## config.mk

```make
export PLATFORM = sky130hd
export DESIGN_NAME = lwedr_back
export DESIGN_NICKNAME = d
export VERILOG_FILES = /design/src/hw/rtl/lwedr_pkg.sv /design/src/hw/rtl/lwedr_back.sv
export VERILOG_INCLUDE_DIRS = /design/src /design/src/hw/rtl
export SDC_FILE = /design/constraint.sdc
export NUM_CORES = 2
export LEC_CHECK = 0
export BUFFER_PORTS_ARGS = -buffer_cell sky130_fd_sc_hd__buf_2
export CORE_MARGIN = 4
export CORE_UTILIZATION = 45
export DETAILED_ROUTE_END_ITERATION = 10
export HOLD_SLACK_MARGIN = 0.03
export PLACE_DENSITY_LB_ADDON = 0.15
export SYNTH_ARGS = -nofsm -noshare
export SYNTH_HDL_FRONTEND = slang
export SYNTH_SLANG_ARGS = --single-unit
```

## constraint.sdc

```tcl
create_clock -name clk_i -period 16.5 [get_ports clk_i]
set_input_delay 0.825 -clock clk_i [delete_from_list [all_inputs] [get_ports clk_i]]
set_output_delay 0.825 -clock clk_i [all_outputs]
set_load 0.02 [all_outputs]
```

## src/hw/rtl/lwe_decrypt_and_rescale_macros.svh

```systemverilog
// Assertion macros shared by the LWE decrypt-and-rescale RTL.
`ifndef LWE_DECRYPT_AND_RESCALE_MACROS_SVH
`define LWE_DECRYPT_AND_RESCALE_MACROS_SVH

// Antecedent implies consequent in the same cycle.
`define LWEDR_ASSERT_IMPLIES(lbl, ante, cons, msg) \
  lbl: assert property (@(posedge clk_i) disable iff (!rst_ni) (ante) |-> (cons)) \
    else $error(msg);

// Antecedent implies consequent in the next cycle.
`define LWEDR_ASSERT_NEXT(lbl, ante, cons, msg) \
  lbl: assert property (@(posedge clk_i) disable iff (!rst_ni) (ante) |=> (cons)) \
    else $error(msg);

// Condition never holds.
`define LWEDR_ASSERT_NEVER(lbl, cond, msg) \
  lbl: assert property (@(posedge clk_i) disable iff (!rst_ni) !(cond)) \
    else $error(msg);

`endif

```

## src/hw/rtl/lwedr_pkg.sv

```systemverilog
// Package with types and constants of the LWE decrypt-and-rescale block.
`default_nettype none
package lwedr_pkg;

  localparam int unsigned WORD_W      = 64;
  localparam int unsigned CFG_IDX_W   = 3;
  localparam int unsigned CFG_DATA_W  = 32;
  localparam int unsigned QUEUE_DEPTH = 2;
  localparam int unsigned FRAC_BITS   = 16;
  localparam int unsigned QUO_W       = WORD_W + FRAC_BITS;
  localparam int unsigned DIV_W       = 62;

  localparam logic [6:0]  PB_RESET  = 7'd32;
  localparam logic [10:0] DIM_RESET = 11'd100;

  typedef enum logic [CFG_IDX_W-1:0] {
    REG_PLAINTEXT_BITS     = 3'd0,
    REG_DIMENSION          = 3'd1,
    REG_SIGNAL_MODE        = 3'd2,
    REG_SIGNAL_DIVISOR     = 3'd3,
    REG_RESOLUTION_DIVISOR = 3'd4,
    REG_RESCALE_DIVISOR    = 3'd5
  } cfg_reg_e;

  typedef enum logic {
    CMD_KEY  = 1'b0,
    CMD_WORD = 1'b1
  } cmd_e;

  typedef struct packed {
    logic [6:0]  plaintext_bits;
    logic [10:0] dimension;
    logic        signal_mode;
    logic [30:0] signal_divisor;
    logic [30:0] resolution_divisor;
    logic [30:0] rescale_divisor;
  } cfg_t;

endpackage
`default_nettype wire

```

## src/hw/rtl/lwedr_back.sv

```systemverilog
// Back end: divisor product, restoring division to fixed point, output register.
`default_nettype none
`include "lwe_decrypt_and_rescale_macros.svh"
module lwedr_back (
  input  wire logic                                clk_i,
  input  wire logic                                rst_ni,
  input  wire lwedr_pkg::cfg_t                     cfg_i,
  output logic                                     q_pop_o,
  input  wire logic                                q_empty_i,
  input  wire logic        [lwedr_pkg::WORD_W-1:0] q_data_i,
  output logic                                     empty,
  input  wire logic                                pop,
  output logic signed      [lwedr_pkg::WORD_W-1:0] plaintext_o,
  output logic signed      [lwedr_pkg::WORD_W-1:0] scaled_value_o
);

  localparam int unsigned QW = lwedr_pkg::QUO_W;
  localparam int unsigned DW = lwedr_pkg::DIV_W;

  typedef enum logic [1:0] {
    B_IDLE,
    B_MUL,
    B_DIV,
    B_FIN
  } state_e;

  state_e        state_q;
  logic [6:0]    cnt_q;
  logic [63:0]   m_q;
  logic          neg_q;
  logic [QW-1:0] quo_q;
  logic [DW-1:0] rem_q, div_q;
  logic          out_valid_q;

  logic [30:0]   sel_nz, resc_nz, sel_raw;
  logic [DW-1:0] div_prod;
  logic [63:0]   mag_in;
  logic [DW:0]   trial, trial_sub;
  logic          ge;
  logic [63:0]   limit, q_sat, result;
  logic          sat;
  logic          out_load;

  assign sel_raw = cfg_i.signal_mode ? cfg_i.signal_divisor : cfg_i.resolution_divisor;
  assign sel_nz  = (sel_raw == '0) ? 31'd1 : sel_raw;
  assign resc_nz = (cfg_i.rescale_divisor == '0) ? 31'd1 : cfg_i.rescale_divisor;
  assign div_prod = sel_nz * resc_nz;

  assign mag_in    = q_data_i[63] ? (64'd0 - q_data_i) : q_data_i;
  assign trial     = {rem_q, quo_q[QW-1]};
  assign ge        = (trial >= {1'b0, div_q});
  assign trial_sub = trial - {1'b0, div_q};

  assign limit  = neg_q ? 64'h8000_0000_0000_0000 : 64'h7FFF_FFFF_FFFF_FFFF;
  assign sat    = (quo_q > {{lwedr_pkg::FRAC_BITS{1'b0}}, limit});
  assign q_sat  = sat ? limit : quo_q[63:0];
  assign result = neg_q ? (64'd0 - q_sat) : q_sat;

  assign q_pop_o  = (state_q == B_IDLE) && !q_empty_i;
  assign empty    = !out_valid_q;
  assign out_load = (state_q == B_FIN) && (!out_valid_q || pop);

  always_ff @(posedge clk_i or negedge rst_ni) begin
    if (!rst_ni) begin
      state_q        <= B_IDLE;
      cnt_q          <= '0;
      m_q            <= '0;
      neg_q          <= 1'b0;
      quo_q          <= '0;
      rem_q          <= '0;
      div_q          <= '0;
      out_valid_q    <= 1'b0;
      plaintext_o    <= '0;
      scaled_value_o <= '0;
    end else begin
      if (out_load) begin
        out_valid_q <= 1'b1;
      end else if (pop && out_valid_q) begin
        out_valid_q <= 1'b0;
      end
      unique case (state_q)
        B_IDLE: begin
          if (!q_empty_i) begin
            m_q     <= q_data_i;
            neg_q   <= q_data_i[63];
            quo_q   <= {mag_in, {lwedr_pkg::FRAC_BITS{1'b0}}};
            rem_q   <= '0;
            state_q <= B_MUL;
          end
        end
        B_MUL: begin
          div_q   <= div_prod;
          cnt_q   <= '0;
          state_q <= B_DIV;
        end
        B_DIV: begin
          rem_q <= ge ? trial_sub[DW-1:0] : trial[DW-1:0];
          quo_q <= {quo_q[QW-2:0], ge};
          cnt_q <= cnt_q + 7'd1;
          if (cnt_q == 7'(QW - 1)) begin
            state_q <= B_FIN;
          end
        end
        B_FIN: begin
          if (out_load) begin
            plaintext_o    <= m_q;
            scaled_value_o <= result;
            state_q        <= B_IDLE;
          end
        end
        default: begin
          state_q <= B_IDLE;
        end
      endcase
    end
  end

  `LWEDR_ASSERT_IMPLIES(a_div_nonzero, state_q == B_DIV, div_q != '0, "zero divisor in divide")
  `LWEDR_ASSERT_IMPLIES(a_cnt_range, state_q == B_DIV, cnt_q < 7'(QW), "divide count overran")
  `LWEDR_ASSERT_NEXT(a_fin_write, (state_q == B_FIN) && !out_valid_q, (state_q == B_IDLE) && out_valid_q, "result not written")

endmodule
`default_nettype wire

```

# Word level (Yosys, flattened, before mapping)
# Cells that the tools add are included.
[totals]
register_bits = 407
latchBits = 0
ramBits = 0
mem_bits_ro = 0
input_bits = 180
memories = 0
[classes]
n_addsub = 4
n_mul = 1
div_mod_pow = 0
magnitude_cmp = 2
eq_ne = 7
n_shift = 0
muxes = 19
bitwise = 1
n_reduce_logical = 16
[ops]
columns = ["operator", "n"]
rows = [
  ["64-bit 2-to-1 mux", 4],
  ["80-bit case mux with 2 select lines", 1],
  ["1-bit by 64-bit subtractor with 64-bit output, first input constant", 2],
  ["62-bit 2-to-1 mux", 2],
  ["62-bit case mux with 2 select lines", 1],
  ["31-bit 2-to-1 mux", 3],
  ["80-bit by 64-bit greater-than comparator with 1-bit output", 1],
  ["80-bit 2-to-1 mux", 1],
  ["63-bit by 62-bit >= comparator with 1-bit output", 1],
  ["31-bit zero test", 2],
  ["31-bit by 31-bit multiplier with 62-bit output", 1],
  ["62-bit subtractor", 1],
  ["7-bit case mux with 2 select lines", 1],
  ["2-bit case mux with 4 select lines", 1],
  ["7-bit by 1-bit adder with 7-bit output, second input constant", 1],
  ["7-bit equality test, second input constant", 1],
  ["2-bit 2-to-1 mux", 3],
  ["2-bit inequality test, second input constant", 3],
  ["2-bit AND reduction", 3],
  ["2-bit nonzero test", 3],
  ["2-bit equality test, second input constant", 2],
  ["1-bit logical AND", 3],
  ["3-bit AND reduction", 1],
  ["2-bit by 1-bit equality test with 1-bit output, second input constant", 1],
  ["other kinds (5)", 7],
]

# Logic depth before layout (Yosys ltp)
[logic_depth]
word_depth = 5
mapped_depth = 34
ltp_nobuf = 31

# Worst setup path before layout
# OpenSTA, ideal clock, no wires.
[synth_path]
kind = "input port to flip-flop"
from = "input cfg_i[93] in the netlist's numbering"
to = "register div_q[55]"
setup_ns = 0.146
t_arrival_ns = 9.029
required_ns = 16.354
slack_ns = 7.324
path_stages = 31
n_path_buf = 3
cell_sequence = "buf_1 > mux2_2 > nor4_1 > nand4_1 > o21ai_0 > clkbuf_1 > nand2_1 > fa_1 > fa_1 > inv_1 > fa_1 > fa_1 > fa_1 > fa_1 > fa_1 > inv_1 > fa_1 > inv_1 > ha_1 > clkbuf_1 > a21oi_1 > o21ai_0 > nor2_1 > nand2_1 > o311ai_1 > o211ai_1 > a31oi_1 > o21ai_1 > a41o_1 > xnor2_1 > mux2i_1"
[synth_between]
elab_chain_len = 4
[synth_rtl]
columns = ["item", "line_no", "source"]
rows = [
  ["start, declared", "lwedr_back.sv:7", "input wire lwedr_pkg::cfg_t cfg_i,"],
  ["31-bit 2-to-1 mux (*)", "lwedr_back.sv:44", "assign sel_raw = cfg_i.signal_mode ? cfg_i.signal_divisor : cfg_i.resolution_divisor;"],
  ["31-bit zero test", "lwedr_back.sv:45", "assign sel_nz = (sel_raw == '0) ? 31'd1 : sel_raw;"],
  ["31-bit 2-to-1 mux (*)", "lwedr_back.sv:45", ""],
  ["31-bit by 31-bit multiplier with 62-bit output (*)", "lwedr_back.sv:47", "assign div_prod = sel_nz * resc_nz;"],
  ["end signal, assigned", "lwedr_back.sv:92", "div_q <= div_prod;"],
  ["end, declared", "lwedr_back.sv:32", "logic [DW-1:0] rem_q, div_q;"],
]
# Every way passes the cells marked *; elsewhere a longest branch is shown, timed or not.
# A chain may end at the register's enable or synchronous reset.

# Worst setup path in the final report
# Same ends and word-level chain as after synthesis.

==> metrics <==
outcome=finished, final reports clean; Clock Skew=0.0262 ns; critical path class=input pin to register; synthesized flop and latch total=406; flop2flop setup slack=between 10 and 15 ns; Period Utilization, post-route=63.4%; vias post-DR=roughly 45k; post-layout util=48.5%; Longest Clk Path Bufs=3; adder-cell share of the synthesized area=38.1%; root buf cell=clkbuf_16; hpwl dp=around 120 mm; CP Data Required Time=16.96 ns; Die Area=0.132 mm^2; Post-synth top cells=nand2_1, inv_1, fa_1, and2_1, dfrtp_1; cells on worst reg2reg path=18; first-pass GRT wire length=263 mm; Critical Path End=div_q[55]$_DFFE_PN0N_; fillcell total=12.0k; FF/Latch Area=0.0102 mm^2; Post-CTS Hold Buffers=0; terminus of the critical flop-to-flop path=scaled_value_o[34]$_DFFE_PN0P_; I/O Buffers=291; Post-synth EDFFs=0; H-tree Lvls=2; CP Capture Type=register; actual slew at the worst max-slew pin=1.01 ns; mux cell area share after synthesis=3.04%; Netlist cell types=78; setup_tns=0 ns; Clock transition at path regs=0.06 ns; share of cells above drive strength 1=8.22%; drt pass-1 iters=6; Initial Util=45.3%; largest net degree at the start of global routing=106; most used cell, CP=fa_1; Slew HR=roughly 33%; Tmin final=between 10 and 15 ns; Max-cap violations=0; Multi-input gate area=0.0416 mm^2; CP max FO=32; Top FF cell, synth=dfrtp_1; CORE AREA=~0.13 mm^2; number of setup buffers added after CTS=0; Syn Std Cell Area=0.0568 mm^2; register area share after synthesis=17.9%; Avg Inst Size Synth=8.73 um^2; xor/xnor share of the synthesized area=under 10%; TritonCTS clock tree=yes; simple-gate share of the synthesized area=18.1%; # clock sinks=406; Ports=310; CP max stage delay=0.80 ns; CTS buffer count=43; Layout area overhead=7.21%; WL per Instance=19.8 um; RSZ-0062 raised after global routing=no; Final setup violation count=0; First DRT Iteration DRCs=slightly above 3k; most frequent cell after synthesis=nand2_1; worst skew pair latency=0.60 ns; Total Routing Usage GR=~25%; YS warnings=0; Crit-path slowest cell=o311ai_1; DRC viols=0; Critical Path Start Type=input pin; f_max=95.6 MHz; Rows=130; routability cong.=0.914; most area-hungry cell type in the Yosys netlist=fa_1; NumNets Final=7,908; Fin. Hold Viols=0; Die H=363 um; Slew Limit Fails=0; synth top area cells=fa_1, dfrtp_1, ha_1; Mapped Nets=7,910; vias per inst=5.49; post-synth top area share=29.6%; R2R Path Start=m_q[63]$_DFFE_PN0P_; GR Overflow Total=0; vias in the first global route=46.7k; initial antenna violation count=8; largest family of logic cells by synthesized area=adder cells; final wirelength=162 mm; Routed Antenna Nets=0; Syn Inst Count=6,504; HP Class=input pin to asynchronous set/reset pin; CP arrival=roughly 11 ns; post-synthesis compound-gate area fraction=between 10% and 20%; Die W=about 360 um; CP Launch Point=cfg_i[93]; # resized after CTS=0; Synth async-reset ratio=100%
cell usage in the layout, fill, tap and decap left out, drive strengths merged, types with 30 or more instances in the layout:
master / count
and2: 522
nor4: 47
fa: 838
inv: 979
mux2: 93
nor3: 54
mux2i: 68
nand3: 70
nand2: 1027
nor2: 194
o21ai: 392
dfrtp: 406
nand4: 57
or3: 34
o31ai: 37
ha: 388
a21oi: 277
xor2: 106
clkbuf: 52
a31oi: 30
and3: 35
a21o: 96
buf: 336
xnor2: 80
layout make-up:
type	instances	area share (%)
antenna	2	0.00822
clock buffer	52	1.94
clock inverter	25	0.703
inverter	974	6.01
multi-input combinational	4741	68.3
sequential	406	16.7
tap	1650	3.39
timing repair buffer	336	2.96
kinds of logic (layout without fill, tap and decap cells):
family / after synthesis / count (layout)
adders and majority gates: 1226 / 1226
xor gates and xnor gates: 186 / 186
and+or+nand+nor: 2131 / 2131
muxes: 161 / 161
buffers and inverters: 1357 / 1387
AOI/OAI and AO/OA: 1037 / 1037
other: 0 / 2
DFF: 406 / 406
worst min-delay path by stage:
stage,to,slack (ns),depth (start not counted)
finish,scaled_value_o[11]$_DFFE_PN0P_,0.27,1
global route,scaled_value_o[11]$_DFFE_PN0P_,0.31,1
CTS,rem_q[35]$_DFFE_PN0P_,0.27,1
detailed placement,plaintext_o[17]$_DFFE_PN0P_,0.45,2
global placement,plaintext_o[25]$_DFFE_PN0P_,0.44,2
floorplan,plaintext_o[10]$_DFFE_PN0P_,0.43,2
critical path: cells and delay by family:
family,cells,cell delay (ns)
AOI/OAI and AO/OA,8,2.37
xor gates and xnor gates,1,0.15
adders and majority gates,9,4.69
buffers and inverters,5,1.12
muxes,2,0.84
and+or+nand+nor,5,0.89
metal layers:
| metal | vias to the layer above | wire (um) | global-route usage [%] |
|---|---|---|---|
| met1 | 22800 | 70500 | 33.8 |
| met5 | - | 48 | 0 |
| met4 | 8 | 5290 | 7.19 |
| met3 | 250 | 8840 | 3.74 |
| met2 | 1204 | 77700 | 41.4 |
| li1 | 20700 | - | - |
metrics by stage:
stage	cells	hold WS, ns	setup slack, ns	cell area (um^2)
4_1_cts	8184	0.265	6.19	60900
2_1_floorplan	6504	0.433	7.32	56800
3_5_place_dp	8107	0.453	5.63	59300
3_3_place_gp	8107	0.442	5.61	59300
6_report	8186	0.275	6.04	60900
5_1_grt	8185	0.306	5.50	60900
sequential cells by signal, summed over array words and instances, names as in the netlist:
register and cells:
out_valid_q 1, state_q 2, scaled_value_o 64, quo_q 80, div_q 62, plaintext_o 64
rem_q 62, cnt_q 7, m_q 64
Power is not shown: default switching activity piles up to over one toggle a cycle in this logic, so the estimate is an artifact.
