--- src/hw/rtl/lwe_decrypt_and_rescale_macros.svh ---
// Assertion macros shared by the LWE decrypt-and-rescale RTL.
`ifndef LWE_DECRYPT_AND_RESCALE_MACROS_SVH
`define LWE_DECRYPT_AND_RESCALE_MACROS_SVH

// Antecedent implies consequent in the same cycle.
`define LWEDR_ASSERT_IMPLIES(lbl, ante, cons, msg) \
  lbl: assert property (@(posedge clk_i) disable iff (!rst_ni) (ante) |-> (cons)) \
    else $error(msg);

// Antecedent implies consequent in the next cycle.
`define LWEDR_ASSERT_NEXT(lbl, ante, cons, msg) \
  lbl: assert property (@(posedge clk_i) disable iff (!rst_ni) (ante) |=> (cons)) \
    else $error(msg);

// Condition never holds.
`define LWEDR_ASSERT_NEVER(lbl, cond, msg) \
  lbl: assert property (@(posedge clk_i) disable iff (!rst_ni) !(cond)) \
    else $error(msg);

`endif

--- src/hw/rtl/lwedr_fifo.sv ---
// Short FIFO between the accumulate front and the divide back.
`default_nettype none
module lwedr_fifo #(
  parameter int unsigned WIDTH = 64,
  parameter int unsigned DEPTH = 2
) (
  input  wire logic             clk_i,
  input  wire logic             rst_ni,
  input  wire logic             push_i,
  output logic                  full_o,
  input  wire logic [WIDTH-1:0] data_i,
  input  wire logic             pop_i,
  output logic                  empty_o,
  output logic      [WIDTH-1:0] data_o
);

  localparam int unsigned PW = (DEPTH > 1) ? $clog2(DEPTH) : 1;
  localparam int unsigned CW = $clog2(DEPTH + 1);

  logic [WIDTH-1:0] mem_q [DEPTH];
  logic [PW-1:0]    wptr_q, rptr_q;
  logic [CW-1:0]    cnt_q;
  logic             do_push, do_pop;

  assign full_o  = (cnt_q == CW'(DEPTH));
  assign empty_o = (cnt_q == '0);
  assign data_o  = mem_q[rptr_q];
  assign do_push = push_i && !full_o;
  assign do_pop  = pop_i && !empty_o;

  always_ff @(posedge clk_i) begin
    if (do_push) begin
      mem_q[wptr_q] <= data_i;
    end
  end

  always_ff @(posedge clk_i or negedge rst_ni) begin
    if (!rst_ni) begin
      wptr_q <= '0;
      rptr_q <= '0;
      cnt_q  <= '0;
    end else begin
      if (do_push) begin
        wptr_q <= (wptr_q == PW'(DEPTH - 1)) ? '0 : wptr_q + PW'(1);
      end
      if (do_pop) begin
        rptr_q <= (rptr_q == PW'(DEPTH - 1)) ? '0 : rptr_q + PW'(1);
      end
      if (do_push && !do_pop) begin
        cnt_q <= cnt_q + CW'(1);
      end else if (do_pop && !do_push) begin
        cnt_q <= cnt_q - CW'(1);
      end
    end
  end

endmodule
`default_nettype wire

--- config.mk ---
export PLATFORM = sky130hd
export DESIGN_NAME = lwedr_fifo
export DESIGN_NICKNAME = d
export VERILOG_FILES = /design/src/hw/rtl/lwe_decrypt_and_rescale_macros.svh /design/src/hw/rtl/lwedr_fifo.sv
export SDC_FILE = /design/constraint.sdc
export NUM_CORES = 1
export LEC_CHECK = 0
export ABC_AREA = 1
export BUFFER_PORTS_ARGS = -buffer_cell sky130_fd_sc_hd__buf_2
export CORE_UTILIZATION = 40
export DETAILED_ROUTE_END_ITERATION = 10
export PLACE_DENSITY = 0.61
export SLEW_MARGIN = 20
export SYNTH_ARGS = -nofsm -noshare
export SYNTH_HDL_FRONTEND = slang
export SYNTH_SLANG_ARGS = --single-unit
--- constraint.sdc ---
create_clock -name clk_i -period 4.6 [get_ports clk_i]
set_clock_uncertainty 0.15 [all_clocks]
set_input_delay 0.23 -clock clk_i [delete_from_list [all_inputs] [get_ports clk_i]]
set_output_delay 0.23 -clock clk_i [all_outputs]
set_load 0.01 [all_outputs]
# ---- After elaboration in Yosys (flattened, before gate mapping)
# Memory sizes are Yosys's and may differ from the RTL's.
# Cells that the tools add are included.
dict set report word_totals {
  register_bits 4
  mem_bits_rw 128
  in_bits 68
  out_inout_bits 66
  elab_cells 25
  mem_count 1
}
# memory words word_bits read_ports rd_ports_with_merged_regs wr line
set memory_table {}
lappend memory_table {mem_q 2 64 1 0 1 lwedr_fifo.sv:20} ;# logic [WIDTH-1:0] mem_q [DEPTH];
dict set report op_classes {
  add_sub_neg 4
  n_eq_ne 1
  mux 6
  reduce_logical 10
}
# op count
set ops {}
lappend ops {{$logic_and 1x1->1} 4}
lappend ops {{$logic_not 1->1} 4}
lappend ops {{$mux 1} 4}
lappend ops {{$mux 2} 2}
lappend ops {{$add 1x1->1 const B} 2}
lappend ops {{$add 2x1->2 const B} 1}
lappend ops {{$eq 2x2->1 const B} 1}
lappend ops {{$logic_not 2->1} 1}
lappend ops {{$reduce_bool 2->1} 1}
lappend ops {{$sub 2x1->2 const B} 1}

# ---- Logic depth before layout (Yosys ltp)
# Gate-level depths: netlist of the first run.
dict set report depth {
  depth_word 7
  ltp_mapped 9
  mapped_depth_nobuf 9
}

# ---- Worst setup path after synthesis of the first run
# OpenSTA, ideal clock, no wires.
dict set report synth_path {
  kind {flip-flop to flip-flop}
  start {reg cnt_q[1]}
  end {mem mem_q[1][0], enable pin}
  setup_time_ns 0.486
  t_arrival_ns 3.262
  t_required_ns 3.964
  setup_slack_ns 0.701
  path_stages_with_launch 4
  n_path_buf 0
  period_less_slack_ns 3.899
  path_cell_list {dfrtp_1 > inv_1 > o21ai_0 > nor2_1}
}
dict set report synth_via {
  elab_chain_len 5
}
# element line
set synth_lines {}
lappend synth_lines {{from (decl)} lwedr_fifo.sv:22} ;# logic [CW-1:0] cnt_q;
lappend synth_lines {{from (signal assigned)} lwedr_fifo.sv:50} ;# cnt_q <= cnt_q + CW'(1);
lappend synth_lines {{from (signal assigned)} lwedr_fifo.sv:52} ;# cnt_q <= cnt_q - CW'(1);
lappend synth_lines {{$eq 2x2->1} lwedr_fifo.sv:25} ;# assign full_o = (cnt_q == CW'(DEPTH));
lappend synth_lines {{$logic_not 1->1} lwedr_fifo.sv:28} ;# assign do_push = push_i && !full_o;
lappend synth_lines {{$logic_and 1x1->1} lwedr_fifo.sv:28}
lappend synth_lines {{$mux 1} lwedr_fifo.sv:32} ;# if (do_push) begin
lappend synth_lines {{$mux 1 (implied by the code)} lwedr_fifo.sv:33} ;# mem_q[wptr_q] <= data_i;
lappend synth_lines {{to (decl)} lwedr_fifo.sv:20}
# No other way between the ends.

# ---- Final worst setup path of the first run
dict set report layout_path {
  start {reg rptr_q}
  end {out data_o[36]}
}
dict set report layout_via {
  elab_chain_len 1
}
# element line
set layout_lines {}
lappend layout_lines {{from (decl)} lwedr_fifo.sv:21} ;# logic [PW-1:0] wptr_q, rptr_q;
lappend layout_lines {{from (signal assigned)} lwedr_fifo.sv:47} ;# rptr_q <= (rptr_q == PW'(DEPTH - 1)) ? '0 : rptr_q + PW'(1);
lappend layout_lines {{$mem_v2 2x64} n/a}
lappend layout_lines {{to (decl)} lwedr_fifo.sv:14} ;# output logic [WIDTH-1:0] data_o
# No other way between the ends.

==> out/metrics.csv, run 1 <==
stage;metric;value;unit
global_routing;antenna_found_initial;0;
timing;setup_viol;0;
power;p_leak;2.99;nW
cells_and_area;final_cells;735;
floorplan;start_util;40.9;%
clocking;cts_made_buffers;17;
timing;relSlewSlack;43.4;%
cells_and_area;final_cell_area;6900;um2
cells_and_area;fin_util;57.7;%
floorplan;die_x;113;um
synth;synth_area_per_cell;13.4;um2
floorplan;io_pins;134;
synth;synth-seq-area-share;80.7;%
clocking;worstSkewPairLatency;0.41;ns
cells_and_area;mostFrequentLayoutCell;nand2_1;
cells_and_area;antenna_cells;0;
setup_path;cp.required;4.22;ns
timing;final_hold_viol_count;0;
clocking;hold_buffers;67;
synth;synth.net_count;435;
timing;fin_setup_tns;0;ns
route;route.detailed.drc;0;
cells_and_area;layout_common_cells;201 x nand2_1, 133 x buf_2, 128 x edfxtp_1;
outcome;status;finished, final reports clean;
floorplan;die-area;12700;um2
cells_and_area;synthToLayoutAreaGrowth;41.1;%
timing;worst_pin_slew;0.848;ns
setup_path;worstPathMaxFanout;39;
clocking;max-clock-path-buffers;2;
power;vdd_drop_max;0.000279;V
timing;fmax;413;MHz
clocking;cts-resized-gates;0;
placement;dp_cells;638;
cells_and_area;nets;646;
timing;fin_crit_sh;52.6;%
placement;globalplace.congestion;0.666;
placement;placed_cell_area;5720;um2
clocking;clkTransAtPathRegs;0.05;ns
floorplan;chipHeight;113;um
floorplan;rows;40;
global_routing;grt.overflow.total;0;
timing;rsz0062_at_grt;false;
synth;ys_ff_latch;132;
route;vias;3319;
clocking;htree_levels;4;
power;p_total;4.17;mW
synth;synth_top_area_share;78.6;%
synth;synthTopCellsByArea;edfxtp_1 79%, nand2_1 15%, dfrtp_1 2.0%, buf_4 1.2%, buf_2 0.61%;
timing;finalCriticalPeriod;2.42;ns
setup_path;start_kind;register;
clocking;cts_setup_buffers;0;
placement;dpl.hpwl;5900;um
global_routing;grt_max_degree;66;
synth;syn_area;4890;um2
timing;holdWs;0.0729;ns
synth;syn_inst;366;
synth;synth_largest_area_cell;edfxtp_1;
route;vias_per_cell;4.52;
route;drtIter0Drc;181;
synth;synth.distinct_cells;15;
route;first_pass_iters;4;
global_routing;track_usage;17.1;%
global_routing;first_global_vias;3298;
placement;place.port_buffers;133;
job;drv_cap;0;
clocking;cts_tree;done;
synth;yosys_warnings;0;
route;routed_wl;10100;um
clocking;clock_tree.root_cell;clkbuf_16;
route;ant_nets;0;
setup_path;critPathArrivalTime;2.04;ns
setup_path;endpoint_kind;output pin;
worst_hold_path;hp-class;in -> reg;
setup_path;critical_path_class;reg -> out;
placement;pre_cts_ws;2.15;ns
global_routing;grt_pass1_wl;15900;um
power;p_per_area;604;nW/um2
route;routedWlPerCell;13.7;um
timing;finalWorstSetupSlack;2.18;ns
timing;slew_violations;0;
cells_and_area;drive_gt1_share;28.2;%
floorplan;core-area;12000;um2
clocking;cts_sinks;132;
## synthesized netlist by cell type
| master | n |
|---|---|
| buf_2 | 6 |
| buf_4 | 8 |
| dfrtp_1 | 4 |
| edfxtp_1 | 128 |
| ha_1 | 1 |
| inv_1 | 7 |
| inv_2 | 1 |
| nand2_1 | 201 |
| nand3_1 | 1 |
| nand3b_1 | 1 |
| nand4_1 | 1 |
| nor2_1 | 2 |
| nor2_2 | 2 |
| o21ai_0 | 2 |
| xnor2_1 | 1 |
## layout make-up
| cell class | instances | area (um2) |
|---|---|---|
| clock buffer | 20 | 437 |
| clock inverter | 10 | 67.6 |
| fill | 978 | 5060 |
| inverter | 8 | 31.3 |
| multi-input combinational | 212 | 832 |
| sequential | 132 | 3950 |
| tap | 147 | 184 |
| timing repair buffer | 206 | 1400 |
## metal layers
layer	up-vias	global-route usage [%]	share of wire (%)
li1	1654	-	-
met1	1539	18.7	42
met2	105	29.5	51
met3	21	6.21	5.2
met4	0	8.27	2.0
met5	-	0	0
## worst max-delay path: stages (launching register included)
cell	delay [ns]
dfrtp_2	0.40
inv_2	0.36
buf_4	0.47
nand2_1	0.11
nand2_1	0.11
buf_2	0.14
## final timing paths
check                               to  cells past startpoint      from  slack, ns
setup / recovery            data_o[36]                      5    rptr_q       2.18
hold / removal                  wptr_q                      5    push_i       0.07
setup reg to reg           mem_q[0][2]                      5  cnt_q[0]       2.24
hold reg to reg                 wptr_q                      2    wptr_q       0.35
max in group asynchronous       rptr_q                      3    rst_ni       3.52
min in group asynchronous     cnt_q[1]                      3    rst_ni       0.60
## report_power, final
part	total (mW)	leakage [nW]	switching (mW)	internal, mW
Sequential	1.71	1.24	0.0684	1.65
Clock	1.16	0.248	0.436	0.719
Combinational	1.30	1.51	0.851	0.448
## sequential cells by signal (all words and copies together) (netlist names)
name    cells
mem_q     128
rptr_q      1
wptr_q      1
cnt_q       2
## cells by family after synthesis
| family | Yosys count | share of synthesized area [%] |
|---|---|---|
| AO/OA/AOI/OAI | 2 | 0.205 |
| XOR/XNOR | 1 | 0.179 |
| adder cells (fa/ha/maj) | 1 | 0.256 |
| buffers and inverters | 22 | 2.46 |
| flip-flops | 132 | 80.7 |
| AND/OR/NAND/NOR | 208 | 16.2 |
(Power assumes the default switching activity.)
==> inputs of run 2 (changes only) <==
--- a/config.mk
+++ b/config.mk
@@ -9,7 +9,7 @@
 export BUFFER_PORTS_ARGS = -buffer_cell sky130_fd_sc_hd__buf_2
 export CORE_UTILIZATION = 40
 export DETAILED_ROUTE_END_ITERATION = 10
-export PLACE_DENSITY = 0.61
+export PLACE_DENSITY = 0.63
 export SLEW_MARGIN = 20
 export SYNTH_ARGS = -nofsm -noshare
 export SYNTH_HDL_FRONTEND = slang
==> constraint.sdc (replaced) <==
create_clock -name clk_i -period 2 [get_ports clk_i]
set_clock_uncertainty 0.15 [all_clocks]
set_input_delay 0.1 -clock clk_i [delete_from_list [all_inputs] [get_ports clk_i]]
set_output_delay 0.1 -clock clk_i [all_outputs]
set_load 0.01 [all_outputs]
==> run 2 against run 1 <==
Sequential power increased by 130%. Non-clock buffer count is 2 higher. Via count up 0.66%. Total power up 130%. Cell count up 0.27%.
==> out/metrics.csv, run 2 (same netlist as run 1, synthesis figures left out) <==
stage;metric;value;unit;change
setup_path;rrSetupSlack;0.34;ns;-1.90 ns
cells_and_area;synthToLayoutAreaGrowth;41.8;%;
setup_path;endpoint_kind;output pin;;
clocking;worstSkewPairLatency;0.40;ns;about the same
clocking;hold_buffers;68;;+1.5%
worst_hold_path;hp-class;in -> reg;;
timing;holdWs;0.260;ns;+0.187 ns
floorplan;die-area;12700;um2;unchanged
outcome;status;finished, final reports clean;;
power;vdd_drop_max;0.000796;V;+190%
setup_path;critPathArrivalTime;1.60;ns;-0.44 ns
global_routing;track_usage;16.7;%;-0.39 points
clocking;cts_tree;done;;
placement;placed_cell_area;5770;um2;+0.87%
power;p_total;9.53;mW;+130%
setup_path;critical_path_class;reg -> out;;
power;p_per_area;1370;nW/um2;+130%
floorplan;start_util;40.9;%;unchanged
clocking;cts-resized-gates;0;;unchanged
route;first_pass_iters;4;;unchanged
cells_and_area;reg.largest.list;mem_q x128, cnt_q x2;;
placement;place.port_buffers;133;;unchanged
placement;dpl.hpwl;5700;um;-3.5%
clocking;max-clock-path-buffers;2;;unchanged
cells_and_area;drive_gt1_share;29.0;%;+0.80 points
placement;globalplace.congestion;0.710;;+6.5%
route;routed_wl;10000;um;-0.34%
timing;final_hold_viol_count;0;;unchanged
clocking;cts_sinks;132;;unchanged
setup_path;worstPathMaxFanout;38;;-2.6%
route;routedWlPerCell;13.6;um;-0.61%
timing;rsz0062_at_grt;false;;
clocking;htree_levels;4;;unchanged
cells_and_area;largest-register;mem_q;;
cells_and_area;seqCellArea;3950;um2;about the same
cells_and_area;nets;648;;+0.31%
global_routing;grt_pass1_wl;15700;um;-1.3%
cells_and_area;final_cell_area;6930;um2;+0.53%
power;p_leak;2.99;nW;about the same
route;vias_per_cell;4.53;;+0.39%
clocking;cts_made_buffers;17;;unchanged
clocking;clock_tree.root_cell;clkbuf_16;;
global_routing;grt.overflow.total;0;;unchanged
timing;fmax;541;MHz;
route;route.detailed.drc;0;;unchanged
route;drtIter0Drc;170;;-6.1%
cells_and_area;num-fill-cells;971;;-0.72%
timing;fin_crit_sh;92.4;%;
global_routing;first_global_vias;3317;;+0.58%
timing;finalCriticalPeriod;1.85;ns;
route;ant_nets;0;;unchanged
cells_and_area;mostFrequentLayoutCell;nand2_1;;
cells_and_area;layout_common_cells;200 x nand2_1, 133 x buf_2, 128 x edfxtp_1;;
route;vias;3341;;+0.66%
global_routing;antenna_found_initial;1;;+1
timing;setup_viol;0;;unchanged
cells_and_area;multi_input_area;840;um2;+0.90%
clocking;clkTransAtPathRegs;0.06;ns;about the same
setup_path;cp.required;1.75;ns;-2.47 ns
floorplan;rows;40;;unchanged
cells_and_area;largest_register_ffs;128;;unchanged
floorplan;io_pins;134;;unchanged
timing;slew_violations;0;;unchanged
floorplan;core-area;12000;um2;unchanged
timing;relSlewSlack;71.7;%;+28 points
timing;worst_pin_slew;0.425;ns;-0.423 ns
floorplan;die_x;113;um;unchanged
setup_path;start_kind;register;;
clocking;cts_setup_buffers;0;;unchanged
floorplan;chipHeight;113;um;unchanged
global_routing;grt_max_degree;66;;unchanged
job;drv_cap;0;;unchanged
[run 2: cell types whose count changed in the layout (fill, tap and decap cells not counted), moves of 2 or more]
cell	before	now
clkinvlp_4	0	2
buf_12	0	4
clkinv_1	6	4
buf_4	5	3
[run 2: where the power goes]
| part | internal [mW] | total (mW) | leakage (nW) | switching [mW] |
|---|---|---|---|---|
| Sequential | 3.78 | 3.95 | 1.24 | 0.169 |
| Clock | 1.53 | 2.54 | 0.235 | 1.01 |
| Combinational | 1.10 | 3.05 | 1.52 | 1.94 |
| Total | 6.41 | 9.53 | 2.99 | 3.13 |
[run 2: per-layer routing]
layer	vias up	wire (um)	share of wire (%)	GRT usage, %
met5	-	0	0	0
met1	1545	4300	43	19.0
met4	0	208	2.1	6.93
met3	20	597	5.9	6.48
met2	117	4940	49	28.2
li1	1659	-	-	-
[run 2: final timing paths]
| path | from | endpoint | cells past startpoint |
|---|---|---|---|
| setup / recovery | rptr_q | data_o[37] | 5 |
| hold / removal | data_i[46] | mem_q[0][46] | 2 |
| setup reg to reg | cnt_q[0] | cnt_q[1] | 6 |
| hold reg to reg | wptr_q | wptr_q | 2 |
| max in group asynchronous | rst_ni | cnt_q[0] | 3 |
| min in group asynchronous | rst_ni | wptr_q | 3 |
[run 2: final cells by class]
class | count | share of cell area [%]
diodes | 1 | 0.0361
flip-flops and latches | 132 | 56.9
clock buffers | 20 | 6.30
well taps | 147 | 2.65
clock inverters | 9 | 0.613
inverters | 8 | 0.487
repair buffers | 208 | 20.9
multi-input cells | 212 | 12.1
[run 2: stage by stage]
stage / TNS, ns / setup WS (ns) / std cells / util, %
2_1_floorplan: -18.16 / -0.157 / 366 / -
3_3_place_gp: 0 / 0.385 / 639 / 48.3
3_5_place_dp: 0 / 0.359 / 639 / 48.3
4_1_cts: 0 / 0.113 / 736 / 57.9
5_1_grt: 0 / 0.0338 / 737 / 58.0
6_report: 0 / 0.151 / 737 / 58.0
[run 2: worst max-delay path, stage by stage, from the launching register on]
cell	delay, ns
dfrtp_2	0.43
inv_2	0.06
buf_4	0.36
nand2_1	0.11
nand2_1	0.09
buf_2	0.13
